[src/rtl/url_percent_decoder_assert.svh]
// Assertion helpers used by the decoder's output buffer.
`ifndef URL_PERCENT_DECODER_ASSERT_SVH
`define URL_PERCENT_DECODER_ASSERT_SVH

// Property must hold at every clock edge outside reset.
`define URLPD_ASSERT(lbl, clk, rst_n, prop) \
    lbl: assert property (@(posedge clk) disable iff (!rst_n) (prop)) \
        else $error("urlpd assertion failed");

// Condition must never be true outside reset.
`define URLPD_NEVER(lbl, clk, rst_n, cond) \
    lbl: assert property (@(posedge clk) disable iff (!rst_n) !(cond)) \
        else $error("urlpd forbidden condition seen");

`endif

[src/rtl/urlpd_pkg.sv]
`default_nettype none
package urlpd_pkg;

    localparam logic [7:0] CHAR_PLUS  = 8'h2B;
    localparam logic [7:0] CHAR_PCT   = 8'h25;
    localparam logic [7:0] CHAR_SPACE = 8'h20;
    localparam logic [7:0] CHAR_ZERO  = 8'h30;
    localparam logic [7:0] CHAR_NINE  = 8'h39;
    localparam logic [7:0] CHAR_UA    = 8'h41;
    localparam logic [7:0] CHAR_UF    = 8'h46;
    localparam logic [7:0] CHAR_LA    = 8'h61;
    localparam logic [7:0] CHAR_LF    = 8'h66;
    localparam logic [7:0] HEX_ALPHA_OFS = 8'd10;

    localparam int         COUNT_BITS_DEF = 8;
    localparam logic [7:0] MAX_BYTES_RST  = 8'd32;

    // One output beat.
    typedef struct packed {
        logic [7:0] data;
        logic       data_valid;
        logic       eos;
    } t_beat;

    // Beats produced by one input item, in order.
    typedef struct packed {
        logic [1:0] n;
        t_beat      b0;
        t_beat      b1;
    } t_dec_res;

    // Outcome of plain (non-escape) handling of one character.
    typedef struct packed {
        logic       emit;
        logic [7:0] ch;
        logic       pend;
    } t_slot;

    // {is_hex, value}
    function automatic logic [4:0] hex_val(input logic [7:0] c);
        logic [7:0] d;
        d = 8'd0;
        if (c >= CHAR_ZERO && c <= CHAR_NINE) begin
            d = c - CHAR_ZERO;
            return {1'b1, d[3:0]};
        end
        if (c >= CHAR_UA && c <= CHAR_UF) begin
            d = c - CHAR_UA + HEX_ALPHA_OFS;
            return {1'b1, d[3:0]};
        end
        if (c >= CHAR_LA && c <= CHAR_LF) begin
            d = c - CHAR_LA + HEX_ALPHA_OFS;
            return {1'b1, d[3:0]};
        end
        return 5'd0;
    endfunction

    function automatic t_slot idle_feed(input logic [7:0] c, input logic last);
        t_slot s;
        s.emit = 1'b0;
        s.ch   = c;
        s.pend = 1'b0;
        if (c == CHAR_PLUS) begin
            s.emit = 1'b1;
            s.ch   = CHAR_SPACE;
        end else if (c == CHAR_PCT) begin
            if (last) begin
                s.emit = 1'b1;
            end else begin
                s.pend = 1'b1;
            end
        end else begin
            s.emit = 1'b1;
        end
        return s;
    endfunction

endpackage
`default_nettype wire

[src/rtl/urlpd_decode.sv]
`default_nettype none
module urlpd_decode #(
    parameter int COUNT_BITS = urlpd_pkg::COUNT_BITS_DEF
) (
    input  wire logic                i_clk,
    input  wire logic                i_rst_n,
    input  wire logic [7:0]          i_byte,
    input  wire logic                i_last,
    input  wire logic                i_consume,
    input  wire logic [7:0]          i_limit,
    output urlpd_pkg::t_dec_res      o_res
);

    localparam int CW = (COUNT_BITS > 8) ? COUNT_BITS : 8;
    localparam logic [COUNT_BITS-1:0] COUNT_MAX = {COUNT_BITS{1'b1}};

    logic                  r_pp, n_pp;
    logic                  r_hv, n_hv;
    logic [7:0]            r_hc, n_hc;
    logic [COUNT_BITS-1:0] r_wc, n_wc;

    urlpd_pkg::t_slot s0, s1, f, g;
    logic [4:0]       hx_hi, hx_lo;
    logic             ok0, ok1;
    logic [COUNT_BITS-1:0] wc1;
    logic [1:0]       k;

    // Candidate characters and next escape state
    always_comb begin
        s0 = '0;
        s1 = '0;
        n_pp = r_pp;
        n_hv = r_hv;
        n_hc = r_hc;
        hx_hi = urlpd_pkg::hex_val(r_hc);
        hx_lo = urlpd_pkg::hex_val(i_byte);
        f = urlpd_pkg::idle_feed(i_byte, i_last);
        g = urlpd_pkg::idle_feed(r_hc, 1'b0);
        if (!r_pp) begin
            s0   = f;
            n_pp = f.pend;
        end else if (!r_hv) begin
            if (i_last) begin
                s0.emit = 1'b1;
                s0.ch   = urlpd_pkg::CHAR_PCT;
                s1      = f;
                n_pp    = 1'b0;
            end else begin
                n_hc = i_byte;
                n_hv = 1'b1;
            end
        end else begin
            n_pp = 1'b0;
            n_hv = 1'b0;
            n_hc = 8'd0;
            if (hx_hi[4] && hx_lo[4]) begin
                s0.emit = 1'b1;
                s0.ch   = {hx_hi[3:0], hx_lo[3:0]};
            end else if (g.pend) begin
                // held '%' reopens an escape with the current byte
                if (i_last) begin
                    s0.emit = 1'b1;
                    s0.ch   = urlpd_pkg::CHAR_PCT;
                    s1      = f;
                end else begin
                    n_pp = 1'b1;
                    n_hv = 1'b1;
                    n_hc = i_byte;
                end
            end else begin
                s0   = g;
                s1   = f;
                n_pp = f.pend;
            end
        end
        if (i_last) begin
            n_pp = 1'b0;
            n_hv = 1'b0;
            n_hc = 8'd0;
        end
    end

    // Output limit gating; a second candidate only exists with a first one
    always_comb begin
        ok0 = s0.emit && (CW'(r_wc) < CW'(i_limit)) && (r_wc != COUNT_MAX);
        wc1 = r_wc + COUNT_BITS'(ok0);
        ok1 = ok0 && s1.emit && (CW'(wc1) < CW'(i_limit)) && (wc1 != COUNT_MAX);
        k   = {1'b0, ok0} + {1'b0, ok1};

        o_res.b0.data       = s0.ch;
        o_res.b0.data_valid = 1'b1;
        o_res.b0.eos        = i_last && !ok1;
        o_res.b1.data       = s1.ch;
        o_res.b1.data_valid = 1'b1;
        o_res.b1.eos        = i_last;
        o_res.n             = k;
        if (!ok0 && i_last) begin
            o_res.b0.data       = 8'd0;
            o_res.b0.data_valid = 1'b0;
            o_res.b0.eos        = 1'b1;
            o_res.n             = 2'd1;
        end
        n_wc = i_last ? '0 : (r_wc + COUNT_BITS'(k));
    end

    always_ff @(posedge i_clk) begin
        if (!i_rst_n) begin
            r_pp <= 1'b0;
            r_hv <= 1'b0;
            r_wc <= '0;
        end else if (i_consume) begin
            r_pp <= n_pp;
            r_hv <= n_hv;
            r_wc <= n_wc;
        end
    end

    always_ff @(posedge i_clk) begin
        if (i_consume) begin
            r_hc <= n_hc;
        end
    end

endmodule
`default_nettype wire

[src/rtl/urlpd_out_buf.sv]
`default_nettype none
`include "url_percent_decoder_assert.svh"
module urlpd_out_buf (
    input  wire logic                i_clk,
    input  wire logic                i_rst_n,
    input  wire logic                i_load,
    input  urlpd_pkg::t_dec_res      i_res,
    output logic                     o_can_take,
    output logic                     o_valid,
    input  wire logic                i_ready,
    output urlpd_pkg::t_beat         o_beat
);

    logic [1:0]        r_cnt, n_cnt;
    urlpd_pkg::t_beat  r_b0, n_b0;
    urlpd_pkg::t_beat  r_b1, n_b1;

    assign o_valid    = (r_cnt != 2'd0);
    assign o_beat     = r_b0;
    // room for a whole item once the last held beat leaves this cycle
    assign o_can_take = (r_cnt == 2'd0) || (r_cnt == 2'd1 && i_ready);

    always_comb begin
        n_cnt = r_cnt;
        n_b0  = r_b0;
        n_b1  = r_b1;
        if (i_load) begin
            n_cnt = i_res.n;
            n_b0  = i_res.b0;
            n_b1  = i_res.b1;
        end else if (o_valid && i_ready) begin
            n_cnt = r_cnt - 2'd1;
            n_b0  = r_b1;
        end
    end

    always_ff @(posedge i_clk) begin
        if (!i_rst_n) begin
            r_cnt <= 2'd0;
        end else begin
            r_cnt <= n_cnt;
        end
    end

    always_ff @(posedge i_clk) begin
        r_b0 <= n_b0;
        r_b1 <= n_b1;
    end

    `URLPD_NEVER(a_cnt_range, i_clk, i_rst_n, r_cnt == 2'd3)
    `URLPD_ASSERT(a_load_room, i_clk, i_rst_n, i_load |-> (o_can_take && i_res.n != 2'd0))
    `URLPD_ASSERT(a_full_hold, i_clk, i_rst_n, (r_cnt == 2'd2 && !i_ready) |=> r_cnt == 2'd2)
    `URLPD_ASSERT(a_full_drain, i_clk, i_rst_n, (r_cnt == 2'd2 && i_ready) |=> r_cnt == 2'd1)

endmodule
`default_nettype wire

[src/rtl/url_percent_decoder.sv]
// Channel  | valid        | ready        | payload
// ---------+--------------+--------------+------------------------------------------
// input    | i_in_valid   | o_in_ready   | i_in_byte, i_last_byte
// output   | o_out_valid  | i_out_ready  | o_out_byte, o_byte_valid, o_end_of_string
// config   | i_cfg_valid  | o_cfg_ready  | i_cfg_data (max_output_bytes)
//
// One input beat per cycle when each gives at most one output beat and the output
// is not stalled; an input that yields two output beats waits in the input register
// until the single-beat output port has drained the two-entry result buffer to one beat.
// An item passes the input register, then the result buffer, before its first beat.
// Synchronous active-low reset clears escape state, counters and buffer valids;
// the output limit returns to 32. Config is always ready.
`default_nettype none
module url_percent_decoder #(
    parameter int COUNT_BITS = urlpd_pkg::COUNT_BITS_DEF
) (
    input  wire logic       i_clk,
    input  wire logic       i_rst_n,
    input  wire logic       i_in_valid,
    output logic            o_in_ready,
    input  wire logic [7:0] i_in_byte,
    input  wire logic       i_last_byte,
    output logic            o_out_valid,
    input  wire logic       i_out_ready,
    output logic [7:0]      o_out_byte,
    output logic            o_byte_valid,
    output logic            o_end_of_string,
    input  wire logic       i_cfg_valid,
    output logic            o_cfg_ready,
    input  wire logic [7:0] i_cfg_data
);

    logic       r_in_valid;
    logic [7:0] r_in_byte;
    logic       r_in_last;
    logic [7:0] r_max;

    urlpd_pkg::t_dec_res res;
    urlpd_pkg::t_beat    beat;
    logic                can_take;
    logic                consume;
    logic                load;

    assign o_cfg_ready = 1'b1;

    always_ff @(posedge i_clk) begin
        if (!i_rst_n) begin
            r_max <= urlpd_pkg::MAX_BYTES_RST;
        end else if (i_cfg_valid) begin
            r_max <= i_cfg_data;
        end
    end

    // items yielding no beat retire without touching the buffer
    assign consume    = r_in_valid && (res.n == 2'd0 || can_take);
    assign load       = consume && (res.n != 2'd0);
    assign o_in_ready = !r_in_valid || consume;

    always_ff @(posedge i_clk) begin
        if (!i_rst_n) begin
            r_in_valid <= 1'b0;
        end else if (i_in_valid && o_in_ready) begin
            r_in_valid <= 1'b1;
        end else if (consume) begin
            r_in_valid <= 1'b0;
        end
    end

    always_ff @(posedge i_clk) begin
        if (i_in_valid && o_in_ready) begin
            r_in_byte <= i_in_byte;
            r_in_last <= i_last_byte;
        end
    end

    urlpd_decode #(
        .COUNT_BITS(COUNT_BITS)
    ) u_decode (
        .i_clk     (i_clk),
        .i_rst_n   (i_rst_n),
        .i_byte    (r_in_byte),
        .i_last    (r_in_last),
        .i_consume (consume),
        .i_limit   (r_max),
        .o_res     (res)
    );

    urlpd_out_buf u_out_buf (
        .i_clk      (i_clk),
        .i_rst_n    (i_rst_n),
        .i_load     (load),
        .i_res      (res),
        .o_can_take (can_take),
        .o_valid    (o_out_valid),
        .i_ready    (i_out_ready),
        .o_beat     (beat)
    );

    assign o_out_byte      = beat.data;
    assign o_byte_valid    = beat.data_valid;
    assign o_end_of_string = beat.eos;

endmodule
`default_nettype wire

[config.mk]
export PLATFORM = sky130hd
export DESIGN_NAME = url_percent_decoder
export DESIGN_NICKNAME = d
export VERILOG_FILES = /design/src/rtl/urlpd_pkg.sv /design/src/rtl/urlpd_decode.sv /design/src/rtl/urlpd_out_buf.sv /design/src/rtl/url_percent_decoder.sv
export VERILOG_INCLUDE_DIRS = /design/src /design/src/rtl
export SDC_FILE = /design/constraint.sdc
export NUM_CORES = 1
export LEC_CHECK = 0
export BUFFER_PORTS_ARGS = -buffer_cell sky130_fd_sc_hd__buf_2
export CORE_MARGIN = 1
export CORE_UTILIZATION = 59
export CTS_CLUSTER_DIAMETER = 60
export DETAILED_ROUTE_END_ITERATION = 8
export HOLD_SLACK_MARGIN = 0.06
export PLACE_DENSITY_LB_ADDON = 0.05
export SLEW_MARGIN = 5
export SYNTH_ARGS = -nofsm -noshare
export SYNTH_HDL_FRONTEND = slang
export SYNTH_SLANG_ARGS = --single-unit
[constraint.sdc]
create_clock -name i_clk -period 7 [get_ports i_clk]
set_input_delay 0.35 -clock i_clk [delete_from_list [all_inputs] [get_ports i_clk]]
set_output_delay 0.35 -clock i_clk [all_outputs]
set_load 0.02 [all_outputs]
Yosys cells after proc, flatten, opt, wreduce, memory -nomap -nowiden
Index checks and enable logic that the tools add are counted.
- bits in read-only memories: 0
- register bits: 57
- logic and storage cells: 150
- input port bits: 22
- memory bits (writable): 0
- output and inout port bits: 13
- memories kept: 0
- latch bits: 0
- divide/modulo/power cells: 0
- shift operators: 0
- $add $sub $neg: 14
- multipliers: 0
- bitwise gates (word level): 0
- $lt $le $gt $ge: 14
- reduce and logical (&&, ||, !) cells: 33
- multiplexer cells: 68
- equality and inequality tests: 7
- operators with widths (kind ; number):
    $mux W10 ; 8
    $mux W5 ; 12
    $mux W8 ; 7
    $mux W9 ; 4
    $mux W1 ; 34
    $eq A8 B6 Y1 const B ; 4
    $ge A8 B7 Y1 const B ; 4
    $le A8 B7 Y1 const B ; 4
    $sub A4 B1 Y4 const B ; 6
    $logic_and A1 B1 Y1 ; 19
    $add A4 B4 Y4 const B ; 4
    $ge A8 B6 Y1 const B ; 2
    $le A8 B6 Y1 const B ; 2
    $lt A8 B8 Y1 ; 2
    $ne A8 B8 Y1 const B ; 2
    $mux W12 ; 1
    $reduce_bool A2 Y1 ; 5
    $add A8 B1 Y8 ; 1
    $add A8 B2 Y8 ; 1
    $logic_not A2 Y1 ; 2
    $mux W2 ; 2
    $logic_not A1 Y1 ; 3
    $logic_or A1 B1 Y1 ; 3
    $add A1 B1 Y2 ; 1
    other kinds (3) ; 3

Logic depth before layout (Yosys ltp)
Gate-level depths: netlist (run 1).
- depth after elaboration: 28
- gate-level depth with buffers: 25
- gate-level depth less buffers: 25

Cells and area by module
A second synthesis (run 1) with hierarchy kept.
- cell total of the unflattened synthesis: 354
- area, all modules: 3662.3 µm²
- modules (own cells, without submodules) (module ; times used ; area an instance (µm²) ; cells an instance ; seq. area each (µm²)):
    urlpd_decode ; 1 ; 2105.8 ; 258 ; 440.4
    urlpd_out_buf ; 1 ; 907.1 ; 50 ; 640.6
    url_percent_decoder ; 1 ; 649.4 ; 46 ; 450.4

Least setup slack after synthesis (run 1)
OpenSTA, ideal clock, no wires.
- path kind: register -> register
- start: register u_decode.r_hc[0]
- end: register u_decode.r_hv
- required time: 6.872 ns
- stages on the path, launching flop included: 23
- slack: 1.843 ns
- arrival: 5.030 ns
- buffers on the path: 0
- period minus slack after synthesis: 5.157 ns
- setup time: 0.128 ns
- cells stage by stage: edfxtp_1 ha_1 nor4bb_1 a221o_1 a211oi_2 and2_1 ha_1 nand3_1 nor2_1 xor2_1 ha_1 a21o_1 a21oi_1 o22ai_1 a311oi_1 o211ai_1 a211oi_1 ha_1 o21ai_0 nand2_1 a211oi_2 mux2i_1 nor2_1
- word-level cells in the longest chain between the ends: 24
- elaborated cells on any way between the ends: 56
- those cells by class: 2 x add/sub; 7 x order compare; 3 x eq/ne; 29 x mux; 15 x reduce/logical
- ends and longest elaborated chain (what ; line ; RTL):
    start: declaration ; urlpd_decode.sv:19 ; logic [7:0] r_hc, n_hc;
    start signal: assignment ; urlpd_decode.sv:120 ; r_hc <= n_hc;
    $ge A8 B7 Y1 / $le A8 B7 Y1 (equally long branches) ; urlpd_pkg.sv:51 ; if (c >= CHAR_LA && c <= CHAR_LF) begin
    $logic_and A1 B1 Y1 ; urlpd_pkg.sv:51 ;
    $mux W1 (2 in series) ; urlpd_pkg.sv:51 ;
    $mux W1 ; urlpd_pkg.sv:47 ; if (c >= CHAR_UA && c <= CHAR_UF) begin
    $mux W5 ; urlpd_pkg.sv:55 ; return 5'd0;
    $mux W5 ; urlpd_pkg.sv:51 ;
    $mux W5 ; urlpd_pkg.sv:47 ;
    $logic_and A1 B1 Y1 ; urlpd_decode.sv:56 ; if (hx_hi[4] && hx_lo[4]) begin
    (+6 left out) ; - ;
    $lt A8 B8 Y1 ; urlpd_decode.sv:87 ; ok1 = ok0 && s1.emit && (CW'(wc1) < CW'(i_limit)) && (wc1 != COUNT_MAX);
    $logic_and A1 B1 Y1 (2 in series) ; urlpd_decode.sv:87 ;
    $add A1 B1 Y2 ; urlpd_decode.sv:88 ; k = {1'b0, ok0} + {1'b0, ok1};
    $mux W12 ; urlpd_decode.sv:97 ; if (!ok0 && i_last) begin
    $logic_not A2 Y1 ; url_percent_decoder.sv:55 ; assign consume = r_in_valid && (res.n == 2'd0 || can_take);
    $logic_or A1 B1 Y1 ; url_percent_decoder.sv:55 ;
    $logic_and A1 B1 Y1 ; url_percent_decoder.sv:55 ;
    $reduce_and A2 Y1 (no source line) ; - ;
    end signal: assignment ; urlpd_decode.sv:113 ; r_hv <= n_hv;
    end: declaration ; urlpd_decode.sv:18 ; logic r_hv, n_hv;
Several ways; a longest one is shown, not always the timed one. The select of a mux whose other input is x is not followed.
A chain may end at the register's enable or synchronous reset.

Final worst setup path (run 1)
- start: register u_decode.r_hc[1]
- end: register u_out_buf.r_b0 (netlist bit u_out_buf.o_beat[5]), enable pin
- word-level cells in the longest chain between the ends: 25
- elaborated cells on any way between the ends: 53
- those cells by class: 2 x add/sub; 7 x order compare; 3 x eq/ne; 24 x mux; 17 x reduce/logical
- ends and longest elaborated chain (what ; line ; RTL):
    $ge A8 B7 Y1 / $le A8 B7 Y1 (equally long branches) ; urlpd_pkg.sv:51 ;
    $logic_and A1 B1 Y1 ; urlpd_pkg.sv:51 ;
    $mux W1 (2 in series) ; urlpd_pkg.sv:51 ;
    $mux W1 ; urlpd_pkg.sv:47 ;
    $mux W5 ; urlpd_pkg.sv:55 ;
    $mux W5 ; urlpd_pkg.sv:51 ;
    $mux W5 ; urlpd_pkg.sv:47 ;
    $logic_and A1 B1 Y1 ; urlpd_decode.sv:56 ;
    (+7 left out) ; - ;
    $logic_and A1 B1 Y1 (2 in series) ; urlpd_decode.sv:87 ;
    $add A1 B1 Y2 ; urlpd_decode.sv:88 ;
    $mux W12 * ; urlpd_decode.sv:97 ;
    $logic_not A2 Y1 ; url_percent_decoder.sv:55 ;
    $logic_or A1 B1 Y1 ; url_percent_decoder.sv:55 ;
    $logic_and A1 B1 Y1 ; url_percent_decoder.sv:55 ;
    $logic_and A1 B1 Y1 * ; url_percent_decoder.sv:56 ; assign load = consume && (res.n != 2'd0);
    $reduce_bool A2 Y1 (no source line) * ; - ;
    end signal: assignment ; urlpd_out_buf.sv:46 ; r_b0 <= n_b0;
    end: declaration ; urlpd_out_buf.sv:15 ; urlpd_pkg::t_beat r_b0, n_b0;
Every way passes the cells marked *; elsewhere a longest branch is shown, timed or not. The select of a mux whose other input is x is not followed.

==> results of run 1 <==
-- power by group --
part           internal, mW  total, mW  leakage (nW)  switching [mW]
Sequential            0.411      0.441         0.513          0.0301
Clock                 0.160      0.291        0.0877           0.132
Combinational        0.0774      0.210         0.966           0.132
Total                 0.648      0.942          1.57           0.294
-- area by class of cell --
type                            count  area, um^2
Tap cell                           72        90.1
Timing Repair Buffer               33         165
Clock inverter                      7        61.3
Multi-Input combinational cell    260        1890
Sequential cell                    57        1500
Fill cell                         435        1740
Inverter                           28         105
Clock buffer                        9         124
-- synthesized netlist by cell type (3+ instances only) --
cell                        n  area (um^2)
sky130_fd_sc_hd__a31o_2     3         26.3
sky130_fd_sc_hd__nor2b_1    4         25.0
sky130_fd_sc_hd__nor3_1     4         20.0
sky130_fd_sc_hd__clkbuf_1   6         22.5
sky130_fd_sc_hd__xor2_1     5         43.8
sky130_fd_sc_hd__xnor2_1    6         52.6
sky130_fd_sc_hd__dfxtp_1   21          420
sky130_fd_sc_hd__edfxtp_1  36         1080
sky130_fd_sc_hd__mux2i_1   15          150
sky130_fd_sc_hd__o21ai_0   15         75.1
sky130_fd_sc_hd__a21o_1     4         30.0
sky130_fd_sc_hd__o31ai_1    4         30.0
sky130_fd_sc_hd__o21bai_1   3         22.5
sky130_fd_sc_hd__nor4b_1    3         26.3
sky130_fd_sc_hd__nor2_1    28          105
sky130_fd_sc_hd__o211ai_1   4         30.0
sky130_fd_sc_hd__a21oi_1   19         95.1
sky130_fd_sc_hd__a31oi_1    6         37.5
sky130_fd_sc_hd__and2_1    19          119
sky130_fd_sc_hd__nand2_1   26         97.6
sky130_fd_sc_hd__inv_1     26         97.6
sky130_fd_sc_hd__nand3_1    8         40.0
sky130_fd_sc_hd__a22o_1     5         43.8
sky130_fd_sc_hd__nand4_1    5         31.3
sky130_fd_sc_hd__ha_1      29          363
-- worst reg2reg max path, stage by stage, from the launching register on --
cell                       delay, ns
sky130_fd_sc_hd__edfxtp_1       0.47
sky130_fd_sc_hd__inv_1          0.10
sky130_fd_sc_hd__ha_1           0.23
sky130_fd_sc_hd__nor4bb_1       0.15
sky130_fd_sc_hd__a221o_1        0.42
sky130_fd_sc_hd__a211oi_2       0.35
sky130_fd_sc_hd__and2_1         0.25
sky130_fd_sc_hd__ha_1           0.21
sky130_fd_sc_hd__nand3_1        0.16
sky130_fd_sc_hd__nor2_1         0.18
sky130_fd_sc_hd__xor2_1         0.19
sky130_fd_sc_hd__ha_1           0.27
sky130_fd_sc_hd__a21o_1         0.19
sky130_fd_sc_hd__a21oi_1        0.14
sky130_fd_sc_hd__o22ai_1        0.09
sky130_fd_sc_hd__a311oi_1       0.25
sky130_fd_sc_hd__o211ai_1       0.13
sky130_fd_sc_hd__a211oi_1       0.41
sky130_fd_sc_hd__ha_1           0.39
sky130_fd_sc_hd__o31ai_4        0.59
sky130_fd_sc_hd__inv_2          0.25
sky130_fd_sc_hd__or2_1          0.44
-- flip-flops by register name, indices dropped and copies added (netlist names) --
name	count
u_out_buf.r_b1	9
u_decode.r_wc	8
u_decode.r_hv	1
r_max	8
r_in_valid	1
r_in_last	1
u_out_buf.o_beat	10
u_decode.r_pp	1
r_in_byte	8
u_out_buf.r_cnt	2
u_decode.r_hc	8
-- cell usage in the layout (no fill, tap or decap), drive strengths merged, types with 6 or more instances in the layout --
cell    synthesis  routed
a21oi          20      20
a31oi           7       7
and2           19      19
buf             6      33
clkbuf          7       9
dfxtp          21      21
edfxtp         36      36
ha             29      29
inv            28      28
mux2i          15      15
nand2          26      26
nand3           8       8
nor2           31      31
o21ai          15      15
xnor2           6       6
-- worst paths after layout --
| path | startpoint | end | slack [ns] | cells after the start |
|---|---|---|---|---|
| hold reg to reg | r_max[4]$_SDFFE_PN0P_ | r_max[4]$_SDFFE_PN0P_ | 0.50 | 2 |
| setup / recovery | u_decode.r_hc[1]$_SDFFCE_PP0P_ | u_out_buf.o_beat[5]$_DFFE_PP_ | 0.85 | 21 |
| hold / removal | i_in_byte[4] | r_in_byte[4]$_DFFE_PP_ | 0.18 | 1 |
| setup reg to reg | u_decode.r_hc[1]$_SDFFCE_PP0P_ | u_out_buf.o_beat[5]$_DFFE_PP_ | 0.85 | 21 |
-- logic make-up (layout without fill, tap and decap cells) --
kind of cell    after synthesis  after routing  synth area share [%]
mux                          16             16                  4.53
xor+xnor                     11             11                  2.70
fa+ha+maj                    30             30                  10.7
buf+inv                      41             77                  4.84
flops                        57             57                  42.1
compound gates               85             85                  17.4
simple gates                117            117                  17.6
other cells                   1              1                 0.105
-- stage by stage --
step	utilization [%]	area, um^2	power, mW	hold slack (ns)	setup slack [ns]
final	69.4	3940	0.942	0.184	0.854
after floorplan	-	3560	0.596	0.449	1.84
after detailed placement	66.1	3750	0.656	0.489	0.940
after global placement	66.1	3750	0.649	0.473	1.25
after CTS	69.4	3940	0.943	0.176	0.892
after global routing	69.4	3940	0.985	0.178	0.351
-- layer usage --
layer / vias to the layer above / GRT usage (%)
met5: - / 0
met4: 0 / 11.1
met3: 14 / 4.80
met2: 119 / 42.0
met1: 1334 / 37.3
li1: 1367 / -
==> results summary, run 1 <==
The flow ran to the end, and the final reports show no timing, DRC or antenna violations. In this run the top signal layer used is met4. In the routed design, unresolved DRC markers number 0. The number of antenna violations at the first check in global routing is 0. Setup repair after global routing left no endpoint under its margin. The first TritonRoute pass finished after 5 iterations. The part of the Yosys area used for sequential elements is 42.1%. The required time at the endpoint of the critical path is 7.03 ns. The maximum level of the CTS H-tree is 3.

In this run, post-CTS hold repair placed 0 buffers. The cell count after placement came out at 450. The number of buffers and inverters on the critical path is 2. Among all flip-flop cells after synthesis, the most frequent one is sky130_fd_sc_hd__edfxtp_1. In this run the mean area of a mapped cell was 9.96 um^2. The area enclosed by the die boundary is 6360 um^2. The cell that appears most often on the critical path is sky130_fd_sc_hd__ha_1. The worst setup path is launched from a flop. The clock network latency to the later pin of the worst-skew pair came out at 0.34 ns. Routability-driven placement finished with a final weighted congestion of 0.896. In this run, the number of DRC markers left after iteration 0 of detailed routing was 236. The count of warnings emitted by yosys came out at 0.

For this design the static power due to leakage is 1.57 nW. The reported max-cap violation count came out at 0. The number of rows created at floorplan is 27. Pin placement for this block handled 35 I/O pins. Walking the worst path, the cells encountered are inv_1 -> ha_1 -> nor4bb_1 -> a221o_1 -> a211oi_2 -> and2_1 -> ha_1 -> nand3_1 -> nor2_1 -> xor2_1 -> ha_1 -> a21o_1 -> a21oi_1 -> o22ai_1 -> a311oi_1 -> o211ai_1 -> a211oi_1 -> ha_1 -> o31ai_4 -> inv_2 -> or2_1. After detailed routing, the number of vias per cell comes to 6.08. Once the floorplan was initialized, standard cells occupied 62.8% of the core.

The die is 79.7 um wide. The minimum clock period came out at 6.15 ns. The number of global-route vias before repair came out at 2705. The routed length on met1 is 3630 um.

From synthesis to final layout, the design area changed by 10.5%. The via count came out at 2834. After clock tree synthesis, the clock-pin slew on the worst setup and hold paths is 0.07 ns.

The total clock buffers created by CTS came out at 9. The arrival time of the worst setup path came out at 6.18 ns. The final wirelength is 7720 um. The vertical extent of the die came out at 79.7 um.

The post-CTS repair timing setup buffer count came out at 0. The number of flops mapped to enable cells by yosys came out at 36. In this run the clock root is driven by a sky130_fd_sc_hd__clkbuf_8. The count of cells in the finished layout, fillers not included, comes to 466. The first global-routing pass estimated 13000 um of wire. The ratio of final minimum period to clock period is 87.8%. The met3 wire length is 530 um. The slowest cell on the critical path is sky130_fd_sc_hd__o31ai_4. The detailed placement HPWL came out at 5830 um.

The setup path with the least slack is of type flop to flop. The net count of the finished layout is 441. The worst hold path belongs to the class input pin to flop. The measured slew at the worst slew-check pin came out at 0.831 ns. The proportion of layout cells with a drive suffix above 1 is 16.2%. The flop and latch count out of synthesis is 57. Across the VDD grid, the largest voltage drop is 0.190 mV. The number of distinct standard cells referenced by the synthesized netlist is 68. The number of nets with antenna violations after routing is 0. Headroom to the max-slew limit came out at 44.5%. The areal power density over the cells came out at 239 nW/um^2.

In the synthesized netlist the async set-or-reset flop fraction comes to 0%. The routed length on met2 came out at 3420 um. The number of max-slew violations in the final report is 0. Grouping stages by cell kind, the critical path spends the most delay in compound AO/OA/AOI/OAI gates. The cell count after synthesis came out at 358.

The post-route clock skew came out at 0.0128 ns. The kind of end point of the critical path is a flop. The largest buffer count on any clock path came out at 2. The upper clock frequency limit came out at 163 MHz. In this run the worst path has a maximum fanout of 15.

The total negative slack is 0 ns. The clock net in this run drives a total of 57 sinks. The core box area came out at 5680 um^2. The number of hold violations in the final report came out at 0. The longest individual stage delay on the worst path came out at 0.58 ns. Entering global routing, the biggest net connects 16 pins. TritonCTS built the clock tree.

The number of buffers inserted by port buffering came out at 33. The overall routing resource usage came out at 27.0%. After clock tree synthesis, the repair step resized 0 gates. The total nets after synthesis came out at 410. Global routing finished with a remaining overflow of 0.

0 antenna diodes ended up in the layout. In the final routed layout, each cell accounts on average for 16.6 um. The mapped netlist covers 3560 um^2.

The total setup violations reported at the end of the flow came out at 0.
Power figures use the tool's default switching activity.
==> inputs of run 2 (changes only) <==
- BUFFER_PORTS_ARGS: -buffer_cell sky130_fd_sc_hd__buf_2 -> -buffer_cell sky130_fd_sc_hd__buf_4
- REMOVE_ABC_BUFFERS: default -> 1
==> results summary, run 2 (same netlist as run 1, synthesis figures left out) <==
The number of antenna violations at the first check in global routing came to 0. The clock network latency to the later pin of the worst-skew pair is 0.34 ns. The post-layout utilization of the core is 70.7%. The library cell used most frequently in the layout, excluding fill and tap cells, is sky130_fd_sc_hd__edfxtp_1. The worst setup path is launched from a flop. The total setup violations reported at the end of the flow is 0. Among the stages of the critical path, the cell type that occurs most often is sky130_fd_sc_hd__ha_1. From bottom edge to top edge, the die measures 79.7 um. The maximum level of the CTS H-tree came out at 3.

The total overflow left after global routing is 0. The first-pass GRT wire length came out at 12500 um. The number of gates given a new drive strength after cts is 0. TritonCTS built the clock tree.

The areal power density over the cells came out at 237 nW/um^2. The required time at the endpoint of the critical path is 7.04 ns. The post-CTS repair timing setup buffer count is 0. The number of global-route vias before repair is 2612. STA classifies the critical path endpoint as a flop. The clock-pin transition on the worst setup and hold timing paths came out at 0.06 ns. The largest voltage drop on the vdd net came out at 0.140 mV.

The floorplan has 27 rows. The number of max-slew violations in the final report was 0. The average routed wire per standard cell is 16.4 um.

The violation count after the first detailed-route iteration is 215. Across every metal layer, demand over resource in global routing totals 26.4%. Wires add up to 7640 um.

The tightest min-delay check is of the input pin to flop type. The ratio of final minimum period to clock period is 86.0%. The routability congestion estimate came out at 0.955. The longest individual stage delay on the worst path is 0.60 ns. In the layout the commonest cells are 36 x sky130_fd_sc_hd__edfxtp_1, 33 x sky130_fd_sc_hd__buf_4, 29 x sky130_fd_sc_hd__ha_1. The cell sitting at the root of the clock tree is a sky130_fd_sc_hd__clkbuf_8. For the final database, setup skew stands at 0.00610 ns. The clock passes through at most 2 buffers. The number of clock sinks came out at 57.

After detailed routing, the number of vias per cell comes to 6.03. During I/O placement, the number of pins put on the boundary was 35. For this run, the top clock speed supported by timing is 166 MHz.

The layout overhead on the synthesized area came out at 12.6%. The die covers 6360 um^2. The proportion of layout cells with a drive suffix above 1 is 15.7%. The die boundary width is 79.7 um. The number of antenna diodes in the final layout is 0. The number of hold violations in the final report is 0. The measured slew at the worst slew-check pin is 0.760 ns. Along the worst hold path, the cell count comes to 1. After detailed routing, the number of remaining DRC violations is 0. The total negative slack came out at 0 ns. Setup repair after global routing left no endpoint under its margin. The reported max-cap violation count came out at 0. The routed layout has 2808 vias. In this run the static leakage power is 1.60 nW. The largest driver fanout on the critical path is 15. The arrival time of the worst setup path is 6.06 ns. The effective utilization at floorplan is 62.8%. Counting the fill cells in the layout gives 424. By startpoint and endpoint, the worst setup path is classified as flop to flop. The largest net degree at the start of global routing is 16. The total clock buffers created by CTS came out at 9. The number of buffers inserted by port buffering is 33. The slowest stage of the critical path is the sky130_fd_sc_hd__o31ai_4 cell. The worst register-to-register path has a depth of 20. At the end of the flow, the number of nets in the layout was 441.

Counting I/O delays and the setup requirement, the final critical path takes 6.02 ns. The number of nets with antenna violations after routing came out at 0. The signal on the critical path passes through ha_1 -> nor4bb_1 -> a221o_1 -> a211oi_2 -> and2_1 -> ha_1 -> nand3_1 -> nor2_1 -> xor2_1 -> ha_1 -> a21o_1 -> a21oi_1 -> o22ai_1 -> a311oi_1 -> o211ai_1 -> a211oi_1 -> ha_1 -> o31ai_4 -> inv_2 -> or2_1. The first-pass iteration count of the detailed router came out at 5. The run finished with clean final reports. The remaining max-slew budget at the tightest pin is 49.2%. The design draws 951 uW. The core box area came out at 5680 um^2.

The number of hold buffers added after cts came out at 0. The detailed placement HPWL is 5750 um. The flip-flop count of the largest register after layout came out at 10.
run 2: cell count changes in the layout (fill, tap and decap cells not counted):
cell,previous run,this run
sky130_fd_sc_hd__clkbuf_1,0,2
sky130_fd_sc_hd__buf_4,0,33
sky130_fd_sc_hd__buf_2,33,0
sky130_fd_sc_hd__clkinvlp_4,2,0
run 2: per-layer routing:
layer	wire (um)	global-route usage [%]	vias up	part of all wire, %
met3	433	4.91	12	5.7
met1	3670	36.9	1317	48
met2	3430	40.8	111	45
li1	-	-	1368	-
met5	0	0	-	0
met4	108	9.82	0	1.4
run 2: power by group:
part	total (mW)	internal (mW)	switching [mW]
logic	0.225	0.0917	0.134
clock network	0.285	0.160	0.125
registers	0.440	0.411	0.0294
total	0.951	0.663	0.288
run 2: final cells by class:
type	instances	area, um^2	area share, %
clock buffer	11	131	3.27
tap	72	90.1	2.25
timing repair buffer	33	248	6.17
multi-input combinational	260	1890	47.1
clock inverter	5	46.3	1.15
inverter	28	105	2.62
sequential	57	1500	37.4
run 2: metrics by stage:
step	hold slack, ns	instance area, um^2	setup slack [ns]	instances
6_report	0.189	4010	0.977	466
3_5_place_dp	0.486	3830	1.02	450
4_1_cts	0.188	4010	0.988	466
2_1_floorplan	0.449	3500	1.70	345
3_3_place_gp	0.475	3830	1.25	450
5_1_grt	0.179	4010	0.449	466
run 2: worst paths after layout:
path / start / end / slack, ns
max: u_decode.r_hc[0]$_SDFFCE_PP0P_ / u_out_buf.o_beat[1]$_SDFFCE_PP1P_ / 0.98
min: i_in_byte[6] / r_in_byte[6]$_DFFE_PP_ / 0.19
max reg2reg: u_decode.r_hc[0]$_SDFFCE_PP0P_ / u_out_buf.o_beat[1]$_SDFFCE_PP1P_ / 0.98
min reg2reg: r_max[2]$_SDFFE_PN0P_ / r_max[2]$_SDFFE_PN0P_ / 0.50
run 2: critical path, delay by kind of cell, from the launching register on:
family          cells  cell delay [ns]
simple gates        5             1.14
xor+xnor            1             0.16
fa+ha+maj           4             1.11
buf+inv             1             0.25
compound gates      9             2.56
flops               1             0.49
==> inputs of run 3 (changes only) <==
- CORE_UTILIZATION: 59 -> 54
- SETUP_SLACK_MARGIN: default -> 0.05
- clock period: 7 -> 5 ns (I/O delays scaled with it)
==> results summary, run 3 (same netlist as run 1, synthesis figures left out) <==
The flow ran to the end, and the final reports show no timing, DRC or antenna violations. The via count is 2910. The clock reaches the later pin of the worst-skew pair after 0.34 ns. The number of filler instances in the final layout is 472. Of the cells placed in the final design, the portion with a size suffix greater than 1 is 29.5%.

Setup violations remaining at the end of the flow were counted as 0. The area used by multi-input combinational logic is 2010 um^2. The clock-pin transition on the worst setup and hold timing paths came out at 0.06 ns. The final design instance area without fill came out at 4520 um^2.

Entering global routing, the biggest net connects 16 pins. The number of buffers and inverters on the critical path is 1. Counting cells, the worst reg-to-reg path comes to 21. The cell depth of the worst hold path came out at 1. Setup repair after global routing could not meet its margin everywhere. The area enclosed by the die boundary came out at 6930 um^2. The violation count after the first detailed-route iteration came out at 163.

The repair_antennas step left the layout with diodes totalling 0. Dividing total power by cell area gives a power density of 310 nW/um^2. Buffers inserted during clock tree synthesis total 9. The startpoint identified for the worst register-to-register timing path is u_decode.r_hc[0]$_SDFFCE_PP0P_.

The critical path starts at u_decode.r_hc[0]$_SDFFCE_PP0P_. The number of antenna violations at the first check in global routing was 0. The clock network is responsible for 29.3% of the overall power. The flip-flop count of the largest register after layout came out at 10. The library cells used most frequently in the layout, excluding fill and tap cells, are 77 x sky130_fd_sc_hd__buf_4, 36 x sky130_fd_sc_hd__edfxtp_1, 26 x sky130_fd_sc_hd__ha_1. The DRC violation count after routing came out at 0.

The worst-case IR drop observed on VDD is 0.250 mV. The global routing usage on met2 is 35.5%. The detail route stage leaves a number of antenna-violating nets equal to 0. The average routed wire per standard cell is 15.3 um. The reported max-cap violation count came out at 0.

The design internal power is 979 uW. Summed over all nets, the half-perimeter wirelength after detailed placement is 5920 um. The path class of the lowest-slack min-delay path is input pin to flop. Of the total power, the share spent switching nets is 30.2%. The global routing stage identified its most utilized layer as met2. The class of the most critical setup path is flop to primary output. The final net count came out at 488. The vertical extent of the die came out at 83.3 um.

For this design, the sink count on the clock tree is 57. The worst reg-to-reg setup slack is 0.23 ns. CTS placed an instance of sky130_fd_sc_hd__clkbuf_8 at the clock tree root.

For this design the top-level I/O count stands at 35. The most common library cell in the layout ignoring fill and taps is sky130_fd_sc_hd__buf_4. The smallest clock period supported by the final layout is computed as 4.78 ns. The launching element type of the critical path is a flop. The cell leakage power came out at 1.85 nW. The critical path goes through ha_4 -> nor4bb_4 -> a221o_1 -> a211oi_2 -> and2_4 -> ha_4 -> nand3_4 -> nor2_4 -> xor2_1 -> ha_1 -> a21o_1 -> a21oi_2 -> o22ai_2 -> a311oi_2 -> o211ai_1 -> a211oi_2 -> ha_1 -> o31a_1 -> nand2_2 -> buf_6. The worst register-to-register path ends at u_decode.r_hc[7]$_SDFFCE_PP0P_. The longest individual stage delay on the worst path came out at 0.42 ns. The overall routing resource usage is 23.1%. The number of max-slew violations in the final report is 0. The die boundary width is 83.3 um.

The total negative slack came out at 0 ns. The number of hold violations in the final report is 0. The number of buffers inserted by port buffering came out at 33.

The net load switching power is 424 uW. The first-pass iteration count of the detailed router came out at 4. The vias per cell is 5.62. The number of global-route vias before repair was 2669. For this run, global-route usage on met1 was measured as 31.9%. The area occupied by registers is 1500 um^2. The routability congestion estimate is 0.901.

The cell area after placement came out at 4120 um^2. The clock passes through at most 2 buffers. The largest individual stage delay along the critical path comes from the cell sky130_fd_sc_hd__edfxtp_1. The post-route clock skew is 0.00775 ns. For this block, the routed nets add up to 7900 um of wire. The measured slew at the worst slew-check pin is 0.713 ns.

The maximum level of the CTS H-tree is 3. The first-pass GRT wire length is 12500 um. In this run the core area contains 29 standard-cell rows. The core box area is 6350 um^2. The beginning of the worst hold path is i_in_byte[5]. The logic gate share of total power came out at 28.0%. The largest driver fanout on the critical path is 4. The effective utilization at floorplan is 56.1%.

The upper clock frequency limit is 209 MHz. The sequential share of power is 42.8%. In the global route stage, met3 resource usage came out at 6.06%. The ratio of final minimum period to clock period came out at 95.7%. After global routing the overflow that remains totals 0.

The kind of end point of the critical path is a primary output. The endpoint of the worst hold-timing path is r_in_byte[5]$_DFFE_PP_. TritonCTS built the clock tree.

The required time at the endpoint of the critical path is 4.75 ns. The cell family contributing the most delay on the critical path is compound AO/OA/AOI/OAI gates. In this run the tightest slew margin relative to its limit is 52.5%.

The arrival time of the worst setup path came out at 4.53 ns. The number of hold buffers added after cts came out at 0. The layout overhead on the synthesized area came out at 26.8%.
==> run 3: cell types whose count changed in the layout (fill, tap and decap cells not counted), sizes merged <==
cell and delta:
buf +47, clkbuf -1, clkinvlp +1
==> run 3: repair_timing <==
item                                    CTS  global route
endpoints found under the setup margin   41            57
pin swaps                                 3            20
gates resized for setup                   1            28
hold endpoints to repair                  0             0
setup buffers                             2            10
==> run 3: worst max-delay path by stage <==
| stage | slack (ns) | cells past startpoint | end |
|---|---|---|---|
| final | 0.22 | 20 | o_in_ready |
| after global routing | -0.03 | 21 | o_in_ready |
| after CTS | 0.05 | 23 | u_decode.r_wc[4]$_SDFFE_PN0N_ |
| after detailed placement | -0.15 | 23 | u_decode.r_wc[4]$_SDFFE_PN0N_ |
| after global placement | 0.10 | 21 | u_decode.r_hc[4]$_SDFFCE_PP0P_ |
| after floorplan | -0.30 | 20 | u_out_buf.o_beat[0]$_DFFE_PP_ |
==> run 3: stage by stage <==
stage / std cells / util [%] / worst slack [ns] / hold slack, ns / power (mW)
floorplan: 345 / - / -0.297 / 0.349 / 0.826
global placement: 490 / 64.8 / 0.104 / 0.428 / 0.960
detailed placement: 490 / 64.8 / -0.155 / 0.429 / 0.966
CTS: 508 / 68.1 / 0.0512 / 0.0799 / 1.37
global route: 518 / 71.2 / -0.0314 / 0.0656 / 1.47
finish: 518 / 71.2 / 0.216 / 0.0878 / 1.40
==> run 3: power by group through the flow <==
stage,clock (mW),combinational [mW],sequential (mW)
2_1_floorplan,0,0.185,0.641
3_3_place_gp,0,0.353,0.607
3_5_place_dp,0,0.358,0.608
4_1_cts,0.415,0.361,0.598
5_1_grt,0.441,0.426,0.606
6_report,0.411,0.393,0.600
==> run 3: metal layers <==
| metal | share of wire, % | routed length (um) |
|---|---|---|
| met1 | 49 | 3890 |
| met2 | 44 | 3500 |
| met3 | 5.1 | 404 |
| met4 | 1.4 | 109 |
| met5 | 0 | 0 |
==> run 3: final cells by class <==
type | count | area share [%]
flip-flops and latches | 57 | 33.2
multi-input cells | 260 | 44.5
clock buffers | 10 | 2.82
clock inverters | 6 | 1.30
inverters | 28 | 2.32
well taps | 77 | 2.13
repair buffers | 80 | 13.7
